<file path="src/sth_pkg.sv">
// Shared constants, types and command/status codes for the hash table engine.
// Depends on nothing; used by the controller, datapath and top level.
package sth_pkg;

  localparam int Capacity   = 1024;
  localparam int SlotW      = 10;
  localparam int Group      = 8;
  localparam int NumGroups  = Capacity / Group;
  localparam int CountW     = 11;

  localparam logic [63:0] FnvOffset = 64'd14695981039346656037;
  localparam logic [63:0] FnvPrime  = 64'd1099511628211;
  localparam logic [63:0] FibMult   = 64'd11400714819323198485;

  // FnvPrime = 2^40 + 0x1B3: one shift plus a small constant product.
  localparam int          FnvPrimeShift = 40;
  localparam logic [63:0] FnvPrimeLo    = 64'h1B3;

  localparam logic [7:0] CtrlEmpty   = 8'h80;
  localparam logic [7:0] CtrlDeleted = 8'hFE;

  // Insert refused once (live + 1) * 5 >= Capacity * 4.
  localparam logic [CountW+2:0] LoadLimit = (CountW + 3)'(Capacity * 4);

  localparam logic [1:0] CmdGetIns = 2'd0;
  localparam logic [1:0] CmdDelete = 2'd1;
  localparam logic [1:0] CmdWrite  = 2'd2;

  localparam logic [2:0] StFound    = 3'd0;
  localparam logic [2:0] StInserted = 3'd1;
  localparam logic [2:0] StDeleted  = 3'd2;
  localparam logic [2:0] StNotFound = 3'd3;
  localparam logic [2:0] StFull     = 3'd4;
  localparam logic [2:0] StWritten  = 3'd5;

  // Controller to datapath.
  typedef struct packed {
    logic clear_step; // mark one control byte empty after reset
    logic load;      // capture request, start hashing
    logic hash_step; // one FNV byte round
    logic mul_step;  // one 32x32 partial product of the slot multiply
    logic set_base;  // derive start slot and tag
    logic rd_issue;  // issue a control/key read at probe position
    logic rd_eval;   // evaluate the returned entry
    logic do_insert;
    logic do_delete;
    logic do_write;
    logic rd_value;  // read value store at hit slot
  } sth_cmd_t;

  // Datapath to controller.
  typedef struct packed {
    logic clear_last; // clearing pass at its last slot
    logic hit;
    logic group_end;  // last slot of the current group evaluated
    logic saw_empty;  // group being evaluated held an empty slot
    logic all_seen;   // every slot visited
    logic have_free;
    logic load_full;
  } sth_stat_t;

endpackage

</file>
<file path="src/sth_ctrl.sv">
// Controller FSM: sequences hashing, probing and the result beat.
// Depends on sth_pkg; drives sth_datapath through sth_cmd_t.
module sth_ctrl (
  input  logic                clk_i,
  input  logic                rst_ni,
  input  logic                in_valid_i,
  output logic                in_ready_o,
  input  logic [1:0]          cmd_i,
  output logic                out_valid_o,
  input  logic                out_ready_i,
  output sth_pkg::sth_cmd_t   dp_cmd_o,
  output logic [2:0]          mul_idx_o,
  input  sth_pkg::sth_stat_t  stat_i,
  input  logic [sth_pkg::SlotW-1:0] hit_slot_i,
  input  logic [sth_pkg::SlotW-1:0] free_slot_i,
  input  logic [63:0]         value_i,
  output logic [2:0]          status_o,
  output logic [sth_pkg::SlotW-1:0] slot_o,
  output logic [63:0]         value_out_o
);

  localparam logic [3:0] SIdle  = 4'd0;
  localparam logic [3:0] SHash  = 4'd1;
  localparam logic [3:0] SMul   = 4'd2;
  localparam logic [3:0] SBase  = 4'd3;
  localparam logic [3:0] SIssue = 4'd4;
  localparam logic [3:0] SEval  = 4'd5;
  localparam logic [3:0] SCheck = 4'd6;
  localparam logic [3:0] SValue = 4'd7;
  localparam logic [3:0] SValW  = 4'd8;
  localparam logic [3:0] SOut   = 4'd9;
  localparam logic [3:0] SClear = 4'd10;

  logic [3:0] state_q, state_d;
  logic [2:0] cnt_q, cnt_d;
  logic [1:0] cmd_q;
  logic [2:0] status_q, status_d;
  logic [sth_pkg::SlotW-1:0] slot_q, slot_d;
  logic [63:0] vout_q, vout_d;
  logic accept, out_busy;

  assign out_busy   = (state_q == SOut);
  assign in_ready_o = (state_q == SIdle);
  assign accept     = in_valid_i && in_ready_o;
  assign out_valid_o = out_busy;
  assign mul_idx_o  = cnt_q;
  assign status_o = status_q;
  assign slot_o = slot_q;
  assign value_out_o = vout_q;

  always_comb begin
    state_d  = state_q;
    cnt_d    = cnt_q;
    status_d = status_q;
    slot_d   = slot_q;
    vout_d   = vout_q;
    dp_cmd_o = '0;
    case (state_q)
      SClear: begin
        dp_cmd_o.clear_step = 1'b1;
        if (stat_i.clear_last) state_d = SIdle;
      end
      SIdle: if (accept) begin
        dp_cmd_o.load = 1'b1;
        cnt_d = '0;
        slot_d = '0;
        vout_d = '0;
        state_d = SHash;
      end
      SHash: begin
        case (cmd_q)
          sth_pkg::CmdWrite: begin
            dp_cmd_o.do_write = 1'b1;
            status_d = sth_pkg::StWritten;
            state_d = SOut;
          end
          sth_pkg::CmdGetIns, sth_pkg::CmdDelete: begin
            dp_cmd_o.hash_step = 1'b1;
            cnt_d = cnt_q + 1'b1;
            if (cnt_q == 3'd7) state_d = SMul;
          end
          default: begin
            status_d = sth_pkg::StNotFound;
            state_d = SOut;
          end
        endcase
      end
      SMul: begin
        dp_cmd_o.mul_step = 1'b1;
        cnt_d = cnt_q + 1'b1;
        if (cnt_q == 3'd2) state_d = SBase;
      end
      SBase: begin
        dp_cmd_o.set_base = 1'b1;
        state_d = SIssue;
      end
      SIssue: begin
        dp_cmd_o.rd_issue = 1'b1;
        state_d = SEval;
      end
      SEval: begin
        dp_cmd_o.rd_eval = 1'b1;
        state_d = SCheck;
      end
      SCheck: begin
        // Stop on hit, on a finished group that held an empty, or after all slots.
        if (stat_i.hit || (stat_i.group_end && stat_i.saw_empty) || stat_i.all_seen) begin
          if (cmd_q == sth_pkg::CmdDelete) begin
            if (stat_i.hit) begin
              dp_cmd_o.do_delete = 1'b1;
              status_d = sth_pkg::StDeleted;
            end else begin
              status_d = sth_pkg::StNotFound;
            end
            state_d = SOut;
          end else if (stat_i.hit) begin
            status_d = sth_pkg::StFound;
            slot_d = hit_slot_i;
            state_d = SValue;
          end else if (!stat_i.have_free || stat_i.load_full) begin
            status_d = sth_pkg::StFull;
            state_d = SOut;
          end else begin
            dp_cmd_o.do_insert = 1'b1;
            status_d = sth_pkg::StInserted;
            slot_d = free_slot_i;
            state_d = SOut;
          end
        end else begin
          state_d = SIssue;
        end
      end
      SValue: begin
        dp_cmd_o.rd_value = 1'b1;
        state_d = SValW;
      end
      SValW: begin
        vout_d = value_i;
        state_d = SOut;
      end
      SOut: if (out_ready_i) state_d = SIdle;
      default: state_d = SIdle;
    endcase
  end

  always_ff @(posedge clk_i or negedge rst_ni) begin
    if (!rst_ni) begin
      state_q <= SClear;
      cnt_q   <= '0;
    end else begin
      state_q <= state_d;
      cnt_q   <= cnt_d;
    end
  end

  always_ff @(posedge clk_i) begin
    if (accept) cmd_q <= cmd_i;
    status_q <= status_d;
    slot_q   <= slot_d;
    vout_q   <= vout_d;
  end

endmodule

</file>
<file path="config.mk">
export PLATFORM = sky130hd
export DESIGN_NAME = sth_ctrl
export DESIGN_NICKNAME = d
export VERILOG_FILES = /design/src/sth_pkg.sv /design/src/sth_ctrl.sv
export SDC_FILE = /design/constraint.sdc
export NUM_CORES = 1
export LEC_CHECK = 0
export BUFFER_PORTS_ARGS = -buffer_cell sky130_fd_sc_hd__buf_2
export CORE_MARGIN = 2
export CORE_UTILIZATION = 45
export DETAILED_ROUTE_END_ITERATION = 10
export PLACE_DENSITY = 0.9
export SYNTH_ARGS = -nofsm -noshare
export SYNTH_HDL_FRONTEND = slang
export SYNTH_SLANG_ARGS = --single-unit
</file>
<file path="constraint.sdc">
create_clock -name clk_i -period 3.2 [get_ports clk_i]
set_clock_uncertainty 0.05 [all_clocks]
set_input_delay 0.48 -clock clk_i [delete_from_list [all_inputs] [get_ports clk_i]]
set_output_delay 0.48 -clock clk_i [all_outputs]
set_load 0.03 [all_outputs]
</file>
======== Word level (Yosys, flattened, before mapping) ========
Index checks and enable logic that the tools add are counted.
word-level totals
  output and inout port bits .............. 93
  latch bits .............................. 0
  word-level logic and storage cells ...... 96
  memories kept ........................... 0
  input port bits ......................... 97
  memory bits (writable) .................. 0
  memory bits (read-only) ................. 0
  register bits ........................... 86
cells by class
  add/sub/neg operators ................... 1
  $lt $le $gt $ge ......................... 0
  multiply operators ...................... 0
  div/mod/pow operators ................... 0
  bitwise operators ....................... 0
  shift-type cells ........................ 0
  equality and inequality tests ........... 24
  reduce and logical (&&, ||, !) cells .... 18
  mux-type cells .......................... 47
operators by type and width
  cell                                                              number
  64-bit one-hot mux with 2 select lines                            1
  64-bit 2-to-1 mux                                                 1
  10-bit 2-to-1 mux                                                 5
  4-bit one-hot mux with 11 select lines                            1
  4-bit 2-to-1 mux                                                  9
  10-bit one-hot mux with 2 select lines                            1
  1-bit 2-to-1 mux                                                  18
  3-bit 2-to-1 mux                                                  6
  4-bit by 3-bit == test with 1-bit output (second input constant)  4
  4-bit == test (second input constant)                             3
  3-bit one-hot mux with 2 select lines                             2
  2-bit != test (second input constant)                             5
  5-bit AND reduction                                               2
  3-bit one-hot mux with 3 select lines                             1
  4-bit by 2-bit == test with 1-bit output (second input constant)  2
  2-bit by 1-bit != test with 1-bit output (second input constant)  3
  3-bit != test (second input constant)                             2
  3-bit AND reduction                                               2
  2-bit nonzero test                                                3
  4-bit by 1-bit == test with 1-bit output (second input constant)  1
  4-bit zero test                                                   1
  2-bit 2-to-1 mux                                                  2
  3-bit by 1-bit adder with 3-bit output (second input constant)    1
  3-bit by 2-bit == test with 1-bit output (second input constant)  1
  other kinds (10)                                                  13

======== Longest topological paths before layout ========
Gate-level depths: netlist of run 1.
  depth in word-level cells ............... 7
  gate-level depth with buffers ........... 6
  depth with buffers taken out ............ 6

======== Worst setup path after synthesis of run 1 ========
OpenSTA, ideal clock, no wires.
  path type ............................... flip-flop to flip-flop
  from .................................... register state_q[0]
  to ...................................... register vout_q[0], in the netlist value_out_o[0], enable pin
  required time ........................... 2.726 ns
  library setup time ...................... 0.424 ns
  clock period less this slack ............ 3.856 ns
  slack ................................... -0.656 ns
  arrival time ............................ 3.382 ns
  stages on the path, launching flop included .. 6
  path buffers ............................ 2
  path through ............................ dfrtp_1 > buf_2 > clkbuf_1 > nor4_1 > nand2_1 > nand2_1
on the way
  word-level cells in the longest chain between the ends .. 4
  elaborated cells between the ends (all ways) .. 6
  those cells by class .................... eq/ne (2); reduce/logical (4)
ends and longest elaborated chain
  what                                                RTL line         source
  start: declaration                                  sth_ctrl.sv:34   logic [3:0] state_q, state_d;
  start signal: assignment                            sth_ctrl.sv:148  state_q <= SClear;
  start signal: assignment                            sth_ctrl.sv:151  state_q <= state_d;
  4-bit zero test (*)                                 sth_ctrl.sv:43   assign in_ready_o = (state_q == SIdle);
  net in_ready_o                                      sth_ctrl.sv:7    output logic in_ready_o,
  1-bit logical AND                                   sth_ctrl.sv:44   assign accept = in_valid_i && in_ready_o;
  2-bit by 1-bit != test with 1-bit output (no line)  --
  2-bit AND reduction (no line) (*)                   --
  end signal: assignment                              sth_ctrl.sv:160  vout_q <= vout_d;
  end: declaration                                    sth_ctrl.sv:39   logic [63:0] vout_q, vout_d;
The timed path passes the listed nets; every way through them passes the cells marked *.
A chain may end at the register's enable or synchronous reset.

==> out/summary.txt, run 1 <==
CP required - 2.67 ns
Max-Cap Viols - 0
Clock sinks - 86
Met1 usage - 0.2254
Final setup vio count - 0
Rel. slew slack - 0.3655
Root buffer cell - clkbuf_8
Element type at the critical path end - output port
Crit Path Max Fanout - 19
Post-Syn Instances - 274
Synth cell types - 42
Skew-Pair Late Insertion Delay - 0.34 ns
Post-synthesis sequential area ratio - 0.6880
Core area - 8093 um^2
WL final - 8.755 mm
Largest net degree at the start of global routing - 65
Post-DR wirelength/cell - 15.33 um
Full die area - 8978 um^2
Post-synth top flop - edfxtp_1
Remaining DRCs - 0
WP buf/inv - 1
H-tree Lvls - 3
Die H - 94.75 um
Worst min-delay path category - input port to flop
Total Power - 4548 uW
Hold_sp - cmd_i[1]
Worst Path Arrival - 2.20 ns
TritonCTS buffer count - 9
Num rows - 33
Met2 GRT Util - 0.3067
Total power per unit cell area - 920.9 nW/um^2
Placer congestion estimate - 0.8863
Port Buffers - 189
Slew Viols, Final - 0
Cell Area, Placed - 4748 um^2
Initial antenna violation count - 0
Antenna fix cells - 0
Worst Setup SP - state_q[1]$_DFFE_PN1P_
Clk slew on worst S/H paths - 0.09 ns
Cts hold-fix bufs - 1
Fraction of registers with async set/reset - 0.08140
Syn. warnings - 0
Layout cell share with drive strength beyond 1 - 0.4657
Period utilization - 0.8536
Routed vias/inst - 4.863
Avg Inst Size Synth - 13.53 um^2
Status - completed
Post-layout nets - 561
Fmax - 0.3661 GHz
RSZ-0062 raised after global routing - false
Least-Margin Pin Slew - 0.9399 ns
Max VDD drop - 0.0006204 V
Hold slack - 0.2651 ns
Setup TNS - 0 ns
CP startpoint kind - flop
Grt total ovfl - 0
1st-iter DRT viols - 46
GRT busiest layer - met2
Vias in the first global route - 2504
Largest stage delay on the critical path - 0.73 ns
CP max-delay cell - dfstp_2
Final Hold Violating Endpoints - 0
CTS tree - yes
Reg2reg start - state_q[1]$_DFFE_PN1P_
Gr usage total - 0.1829
Finished Core Util - 0.6102
CP delay by family, top - simple AND/OR/NAND/NOR gates
WS Path Type - flop to output port
CP Cell Sequence - nand2b_1, nor2_1, nand3b_1, nor3b_1, buf_2
Antenna viol nets, final - 0
I/O pins - 190
Via count - 2777
Setup Buffers After CTS - 0
Post-DP HPWL - 6.544 mm
DR pass1 iterations - 4
Mapped Nets - 374
CTS max path bufs - 2
Gates resized, CTS repair - 0
#FFs+latches synth - 86
Width of the die - 94.75 um
Starting Density - 0.4579
Synthesized area - 3706 um^2
Final instance area - 4938 um^2
Global-route wire length before repair - 12.32 mm
Met3 usage - 0.05507
Area Overhead vs Synth - 33.25%
P_leak - 0.002205 uW
Final Critical Period - 2.732 ns
Post-synth EDFFs - 79
-- routing by layer --
layer  vias up  routed length (um)
met2       122                4357
met4         0                 157
li1       1340                   -
met3        13                 752
met1      1302                3487
met5         -                   0
-- worst paths after layout --
kind / end / slack (ns) / depth (start not counted)
max: dp_cmd_o[3] / 0.47 / 5
min: cmd_q[1]$_DFFE_PP_ / 0.27 / 1
max reg2reg: slot_o[9]$_SDFFCE_PN0P_ / 1.03 / 5
min reg2reg: mul_idx_o[2]$_DFFE_PN0P_ / 0.52 / 2
max in group asynchronous: state_q[3]$_DFFE_PN1P_ / 2.43 / 2
min in group asynchronous: mul_idx_o[0]$_DFFE_PN0P_ / 0.44 / 2
-- layout make-up --
class                   count  area (um^2)
well taps                 105        131.4
inverters                   5        18.77
clock buffers               9        123.9
clock inverters             7        56.30
repair buffers            193        991.0
flip-flops and latches     86         2550
fillers                   660         3154
multi-input cells         166         1067
-- Yosys cell counts, types with 2 or more instances --
library cell | instances | share of area
edfxtp_1 | 79 | 0.64
or3_1 | 2 | 0.0034
a21oi_1 | 2 | 0.0027
dfrtp_1 | 5 | 0.034
nor3b_1 | 2 | 0.0041
ha_1 | 3 | 0.010
nand2b_1 | 5 | 0.0084
nand2_1 | 8 | 0.0081
dfstp_2 | 2 | 0.014
nor2b_1 | 3 | 0.0051
nor3_1 | 7 | 0.0095
clkbuf_1 | 12 | 0.012
o31ai_1 | 2 | 0.0041
mux2i_1 | 11 | 0.030
o21ai_0 | 14 | 0.019
and2_1 | 64 | 0.11
buf_6 | 2 | 0.0061
nor2_1 | 23 | 0.023
inv_1 | 5 | 0.0051
-- sequential cells by signal, indices dropped and copies added, names as in the netlist --
signal       cells
value_out_o     64
state_q          4
slot_o          10
mul_idx_o        3
cmd_q            2
status_o         3
-- worst reg2reg max path: cells and delay by family (launching register included) --
kind | cells | cell delay (ns)
AND/OR/NAND/NOR | 3 | 0.71
flip-flops | 1 | 0.73
AO/OA/AOI/OAI | 1 | 0.18
buffers and inverters | 1 | 0.21
-- placed cells by master, fill, tap and decap left out, drive strengths merged, types with 7 or more instances in the layout --
cell,count
buf,192
edfxtp,79
and2,64
nor2,23
o21ai,14
mux2i,11
clkbuf,9
nand2,8
inv,8
nor3,7
-- kinds of logic after synthesis --
| group | synth area share |
|---|---|
| AO/OA/AOI/OAI | 0.05031 |
| adder cells (fa/ha/maj) | 0.01013 |
| buffers and inverters | 0.02768 |
| flip-flops | 0.6880 |
| multiplexers | 0.03275 |
| AND/OR/NAND/NOR | 0.1911 |
-- power breakdown --
part | internal, uW | switching (uW) | leakage (uW)
Sequential | 1750 | 206 | 0.000835
Clock | 292 | 408 | 0.0000858
Combinational | 560 | 1340 | 0.00128
Total | 2600 | 1950 | 0.00221
-- metrics by stage --
stage               setup slack, ns  cells
floorplan                    0.3075    274
global placement             0.8980    554
detailed placement           0.8632    554
CTS                          0.4610    571
global route                 0.1648    571
finish                       0.4684    571
No activity file was read; power rests on OpenSTA's default activity.
==> run 2, diff against run 1 <==
--- a/config.mk
+++ b/config.mk
@@ -9,6 +9,7 @@
 export CORE_MARGIN = 2
 export CORE_UTILIZATION = 45
 export DETAILED_ROUTE_END_ITERATION = 10
+export GPL_TIMING_DRIVEN = 0
 export PLACE_DENSITY = 0.9
 export SYNTH_ARGS = -nofsm -noshare
 export SYNTH_HDL_FRONTEND = slang
==> out/summary.txt, run 2 (synthesis gave the netlist of run 1 again) <==
Status - completed (unchanged)
Routed vias/inst - 4.791 (was 4.863)
R2R Setup Slk - 0.75 ns (was 1.03 ns)
Clock sinks - 86 (unchanged)
RSZ-0062 raised after global routing - false (unchanged)
CTS tree - yes (unchanged)
Gr usage total - 0.1890 (was 0.1829)
Period utilization - 0.8394 (was 0.8536)
Crit Path Max Fanout - 10 (was 19)
Antenna viol nets, final - 0 (unchanged)
Fmax - 0.3723 GHz (was 0.3661 GHz)
Post-DR wirelength/cell - 15.43 um (was 15.33 um)
P_leak - 0.002222 uW (was 0.002205 uW)
CP required - 2.67 ns (about the same)
R2R depth - 5 (unchanged)
Initial antenna violation count - 0 (unchanged)
Root buffer cell - clkbuf_8 (unchanged)
TritonCTS buffer count - 9 (unchanged)
Max-Cap Viols - 0 (unchanged)
CTS max path bufs - 2 (unchanged)
Element type at the critical path end - output port (unchanged)
I/O pins - 190 (unchanged)
Port Buffers - 188 (was 189)
Setup TNS - 0 ns (unchanged)
Area Overhead vs Synth - 34.47% (was 33.25%)
Width of the die - 94.75 um (unchanged)
Final Critical Period - 2.686 ns (was 2.732 ns)
Worst Path Arrival - 2.16 ns (was 2.20 ns)
Global-route wire length before repair - 12.68 mm (was 12.32 mm)
Hold slack - 0.2661 ns (was 0.2651 ns)
Num rows - 33 (unchanged)
Vias in the first global route - 2642 (was 2504)
Via count - 2798 (was 2777)
Gates resized, CTS repair - 0 (unchanged)
Worst Setup SP - state_q[0]$_DFFE_PN0P_ (was state_q[1]$_DFFE_PN1P_)
Full die area - 8978 um^2 (unchanged)
Least-Margin Pin Slew - 1.032 ns (was 0.9399 ns)
Slew Viols, Final - 0 (unchanged)
WL final - 9.012 mm (was 8.755 mm)
RR Endpoint - value_out_o[20]$_SDFFCE_PN0P_ (was slot_o[9]$_SDFFCE_PN0P_)
Hold_sp - cmd_i[1] (unchanged)
Layout cell share with drive strength beyond 1 - 0.4509 (was 0.4657)
Clk slew on worst S/H paths - 0.09 ns (about the same)
Commonest non-fill, non-tap cell in the layout - buf_2 (unchanged)
Rel. slew slack - 0.3030 (was 0.3655)
Final Hold Violating Endpoints - 0 (unchanged)
Remaining DRCs - 0 (unchanged)
Setup Buffers After CTS - 0 (unchanged)
Largest net degree at the start of global routing - 65 (unchanged)
CP Capture Point - dp_cmd_o[9] (was dp_cmd_o[3])
Die H - 94.75 um (unchanged)
Max VDD drop - 0.0004578 V (was 0.0006204 V)
Post-layout nets - 574 (was 561)
Grt total ovfl - 0 (unchanged)
Final setup vio count - 0 (unchanged)
H-tree Lvls - 3 (unchanged)
Most frequent cells in the layout - buf_2 (189), edfxtp_1 (79), and2_1 (64) (unchanged)
Largest register FFs - 64 (unchanged)
Cell Area, Placed - 4787 um^2 (was 4748 um^2)
Post-DP HPWL - 6.994 mm (was 6.544 mm)
Starting Density - 0.4579 (unchanged)
1st-iter DRT viols - 65 (was 46)
Skew-Pair Late Insertion Delay - 0.34 ns (about the same)
Antenna fix cells - 0 (unchanged)
Total power per unit cell area - 919.2 nW/um^2 (was 920.9 nW/um^2)
Core area - 8093 um^2 (unchanged)
WS Path Type - flop to output port (unchanged)
Final instance area - 4984 um^2 (was 4938 um^2)
CP startpoint kind - flop (unchanged)
DR pass1 iterations - 4 (unchanged)
Placer congestion estimate - 0.8487 (was 0.8863)
Worst min-delay path category - input port to flop (unchanged)
Reg2reg start - state_q[0]$_DFFE_PN0P_ (was state_q[1]$_DFFE_PN1P_)
Cts hold-fix bufs - 1 (unchanged)
==> run 2: routing by layer <==
metal	share of wire	wire length (um)	vias up	GRT usage
met3	0.087	787	10	0.06065
met1	0.38	3388	1288	0.2122
li1	-	-	1371	-
met5	0	0	-	0
met4	0.013	113	0	0.05193
met2	0.52	4723	129	0.3440
==> run 2: area by class of cell <==
cell class | instances | area (um^2)
timing repair buffer | 189 | 950.9
inverter | 5 | 18.77
tap | 105 | 131.4
buffer | 17 | 83.83
fill | 668 | 3109
clock buffer | 9 | 123.9
clock inverter | 7 | 57.56
multi-input combinational | 166 | 1067
sequential | 86 | 2550
==> run 2: critical path, stage by stage (launching register included) <==
cell	delay (ns)
dfrtp_1	0.36
buf_2	0.17
clkbuf_1	0.24
nor4_2	0.37
nand2_1	0.21
inv_1	0.16
buf_4	0.12
buf_2	0.18
==> run 2: how the worst min path moves through the flow <==
stage                                          end  slack, ns  depth (start not counted)
after floorplan           mul_idx_o[0]$_DFFE_PN0P_       0.13                          0
after global placement    mul_idx_o[1]$_DFFE_PN0P_       0.27                          1
after detailed placement  mul_idx_o[2]$_DFFE_PN0P_       0.27                          1
after CTS                       cmd_q[1]$_DFFE_PP_       0.25                          1
after global routing            cmd_q[1]$_DFFE_PP_       0.24                          1
final                           cmd_q[1]$_DFFE_PP_       0.27                          1
==> run 2: report_power, final <==
group          total (uW)  switching [uW]  internal (uW)  leakage [uW]
clock network         690             399            291     0.0000894
logic                2030            1460            571       0.00130
registers            1860             111           1750      0.000835
total                4580            1960           2620       0.00222
==> run 2: per-stage QoR <==
| step | cells | utilization | setup slack, ns | power, uW |
|---|---|---|---|---|
| detailed placement | 567 | 0.5915 | 0.3560 | 3930 |
| CTS | 584 | 0.6152 | 0.3222 | 4615 |
| finish | 584 | 0.6158 | 0.5139 | 4581 |
| global route | 584 | 0.6158 | 0.3479 | 4825 |
| global placement | 567 | 0.5915 | 0.4352 | 3860 |
| floorplan | 274 | - | 0.3075 | 3329 |
==> run 3, diff against run 2 <==
==> constraint.sdc (replaced) <==
create_clock -name clk_i -period 2.6 [get_ports clk_i]
set_clock_uncertainty 0.05 [all_clocks]
set_input_delay 0.39 -clock clk_i [delete_from_list [all_inputs] [get_ports clk_i]]
set_output_delay 0.39 -clock clk_i [all_outputs]
set_load 0.03 [all_outputs]
==> out/summary.txt, run 3 (synthesis gave the netlist of run 1 again) <==
Period utilization - 0.9383
CTS tree - yes (unchanged)
RSZ-0062 raised after global routing - false (unchanged)
Port Buffers - 188 (unchanged)
DR pass1 iterations - 4 (unchanged)
Rel. slew slack - 0.2604 (was 0.3030)
I/O pins - 190 (unchanged)
Gr usage total - 0.1877 (was 0.1890)
Die H - 94.75 um (unchanged)
Clock sinks - 86 (unchanged)
Commonest non-fill, non-tap cell in the layout - buf_2 (unchanged)
CTS max path bufs - 2 (unchanged)
Largest register FFs - 64 (unchanged)
Final Hold Violating Endpoints - 0 (unchanged)
R2R Setup Slk - 0.28 ns (was 0.75 ns)
Cell Area, Placed - 4801 um^2 (was 4787 um^2)
Post-DR wirelength/cell - 15.16 um (was 15.43 um)
Global-route wire length before repair - 12.77 mm (was 12.68 mm)
Largest net degree at the start of global routing - 65 (unchanged)
Vias in the first global route - 2606 (was 2642)
Final setup vio count - 0 (unchanged)
Num rows - 33 (unchanged)
Final instance area - 5014 um^2 (was 4984 um^2)
CP required - 2.16 ns (was 2.67 ns)
Crit Path Max Fanout - 10 (unchanged)
P_leak - 0.002239 uW (was 0.002222 uW)
Combinational power share - 0.444 (was 0.442)
Largest stage delay on the critical path - 0.37 ns (about the same)
Grt total ovfl - 0 (unchanged)
Core area - 8093 um^2 (unchanged)
Layout cell share with drive strength beyond 1 - 0.4625 (was 0.4509)
Worst min-delay path category - input port to flop (unchanged)
Max-Cap Viols - 0 (unchanged)
Via count - 2845 (was 2798)
Root buffer cell - clkbuf_8 (unchanged)
Most frequent cells in the layout - buf_2 (189), edfxtp_1 (79), and2_1 (64) (unchanged)
Internal power - 3236 uW (was 2616 uW)
Status - completed (unchanged)
CP startpoint kind - flop (unchanged)
TritonCTS buffer count - 9 (unchanged)
1st-iter DRT viols - 69 (was 65)
WL final - 8.871 mm (was 9.012 mm)
Skew-Pair Late Insertion Delay - 0.34 ns (about the same)
Worst Path Arrival - 2.00 ns (was 2.16 ns)
Least-Margin Pin Slew - 1.101 ns (was 1.032 ns)
Routed vias/inst - 4.863 (was 4.791)
Psw - 2441 uW (was 1965 uW)
Reg power frac - 0.406 (was 0.407)
Remaining DRCs - 0 (unchanged)
Initial antenna violation count - 0 (unchanged)
Most Frequent Cell on Critical Path - buf_2 (unchanged)
Layout fillers - 658 (was 668)
Post-DP HPWL - 6.800 mm (was 6.994 mm)
Fmax - 0.4099 GHz
Clk network pwr share - 0.150 (was 0.151)
Max VDD drop - 0.0007174 V (was 0.0004578 V)
Finished Core Util - 0.6195 (was 0.6158)
Width of the die - 94.75 um (unchanged)
Switch share - 0.4300 (was 0.4289)
Final Critical Period - 2.440 ns
WS Path Type - flop to output port (unchanged)
Area Overhead vs Synth - 35.28% (was 34.47%)
Total power per unit cell area - 1132 nW/um^2 (was 919.2 nW/um^2)
CP max-delay cell - dfrtp_1 (was nor4_2)
Placer congestion estimate - 0.8252 (was 0.8487)
Post-layout nets - 575 (was 574)
Element type at the critical path end - output port (unchanged)
CP Cell Sequence - buf_2, clkbuf_2, nor4_4, nand2_2, inv_1, buf_4, buf_2 (was buf_2, clkbuf_1, nor4_2, nand2_1, inv_1, buf_4, buf_2)
Slew Viols, Final - 0 (unchanged)
Full die area - 8978 um^2 (unchanged)
Antenna fix cells - 0 (unchanged)
Antenna viol nets, final - 0 (unchanged)
H-tree Lvls - 3 (unchanged)
Clk slew on worst S/H paths - 0.09 ns (about the same)
Starting Density - 0.4579 (unchanged)
## run 3: cell count changes in the layout (fill, tap and decap cells not counted)
cell / before / now
clkbuf_1: 12 / 9
clkbuf_2: 0 / 3
buf_4: 1 / 2
nand2_1: 7 / 6
nand2_2: 0 / 1
nor2_1: 23 / 22
nor2_4: 0 / 1
nor4_2: 1 / 0
nor4_4: 0 / 1
## run 3: path summary, 6_finish.rpt
kind | startpoint | endpoint | depth (start not counted)
worst min-delay path | cmd_i[1] | cmd_q[1]$_DFFE_PP_ | 1
max in group asynchronous | rst_ni | state_q[1]$_DFFE_PN1P_ | 2
worst max-delay path | state_q[0]$_DFFE_PN0P_ | dp_cmd_o[9] | 7
worst max register to register | state_q[3]$_DFFE_PN1P_ | value_out_o[6]$_SDFFCE_PN0P_ | 5
min in group asynchronous | rst_ni | mul_idx_o[0]$_DFFE_PN0P_ | 2
worst min register to register | mul_idx_o[1]$_DFFE_PN0P_ | mul_idx_o[1]$_DFFE_PN0P_ | 2
## run 3: metrics by stage
stage / power [uW] / std cells / hold slack [ns] / setup slack, ns / TNS [ns]
CTS: 5703 / 584 / 0.1648 / 0.004912 / 0
floorplan: 4110 / 274 / 0.04441 / 0.2252 / 0
detailed placement: 4859 / 567 / 0.1897 / -0.2266 / -2.265
finish: 5677 / 585 / 0.1802 / 0.1603 / 0
global route: 5984 / 585 / 0.1629 / 0.02149 / 0
global placement: 4763 / 567 / 0.1855 / -0.1527 / -1.524
## run 3: metal layers
metal,GRT usage,share of wire
met5,0,0
met3,0.05826,0.079
met4,0.04831,0.013
met1,0.2219,0.38
met2,0.3322,0.52
## run 3: what timing repair did
item | in CTS | in global routing
endpoints found under the hold margin | 5 | 0
buffers inserted | 0 | 1
setup endpoints to repair | 11 | 2
gates resized for setup | 2 | 8
hold buffers | 1 | 0
pin swaps | 0 | 1
## run 3: power groups by stage
stage / combinational (uW) / clock (uW) / sequential [uW]
final: 2520 / 852 / 2300
after global routing: 2710 / 923 / 2350
after CTS: 2520 / 870 / 2310
after detailed placement: 2510 / 0 / 2340
after global placement: 2450 / 0 / 2310
after floorplan: 965 / 0 / 3150
## run 3: critical path, delay by kind of cell, from the launching register on
kind	cells	cell delay, ns
AND/OR/NAND/NOR	2	0.49
flip-flops	1	0.37
buffers and inverters	5	0.79
## run 3: cell type report
class | instances | area, um^2 | area share
well taps | 105 | 131.4 | 0.02620
clock inverters | 7 | 57.56 | 0.01148
repair buffers | 190 | 958.4 | 0.1912
inverters | 5 | 18.77 | 0.003743
clock buffers | 9 | 123.9 | 0.02471
flip-flops and latches | 86 | 2550 | 0.5086
multi-input cells | 166 | 1086 | 0.2166
plain buffers | 17 | 87.58 | 0.01747
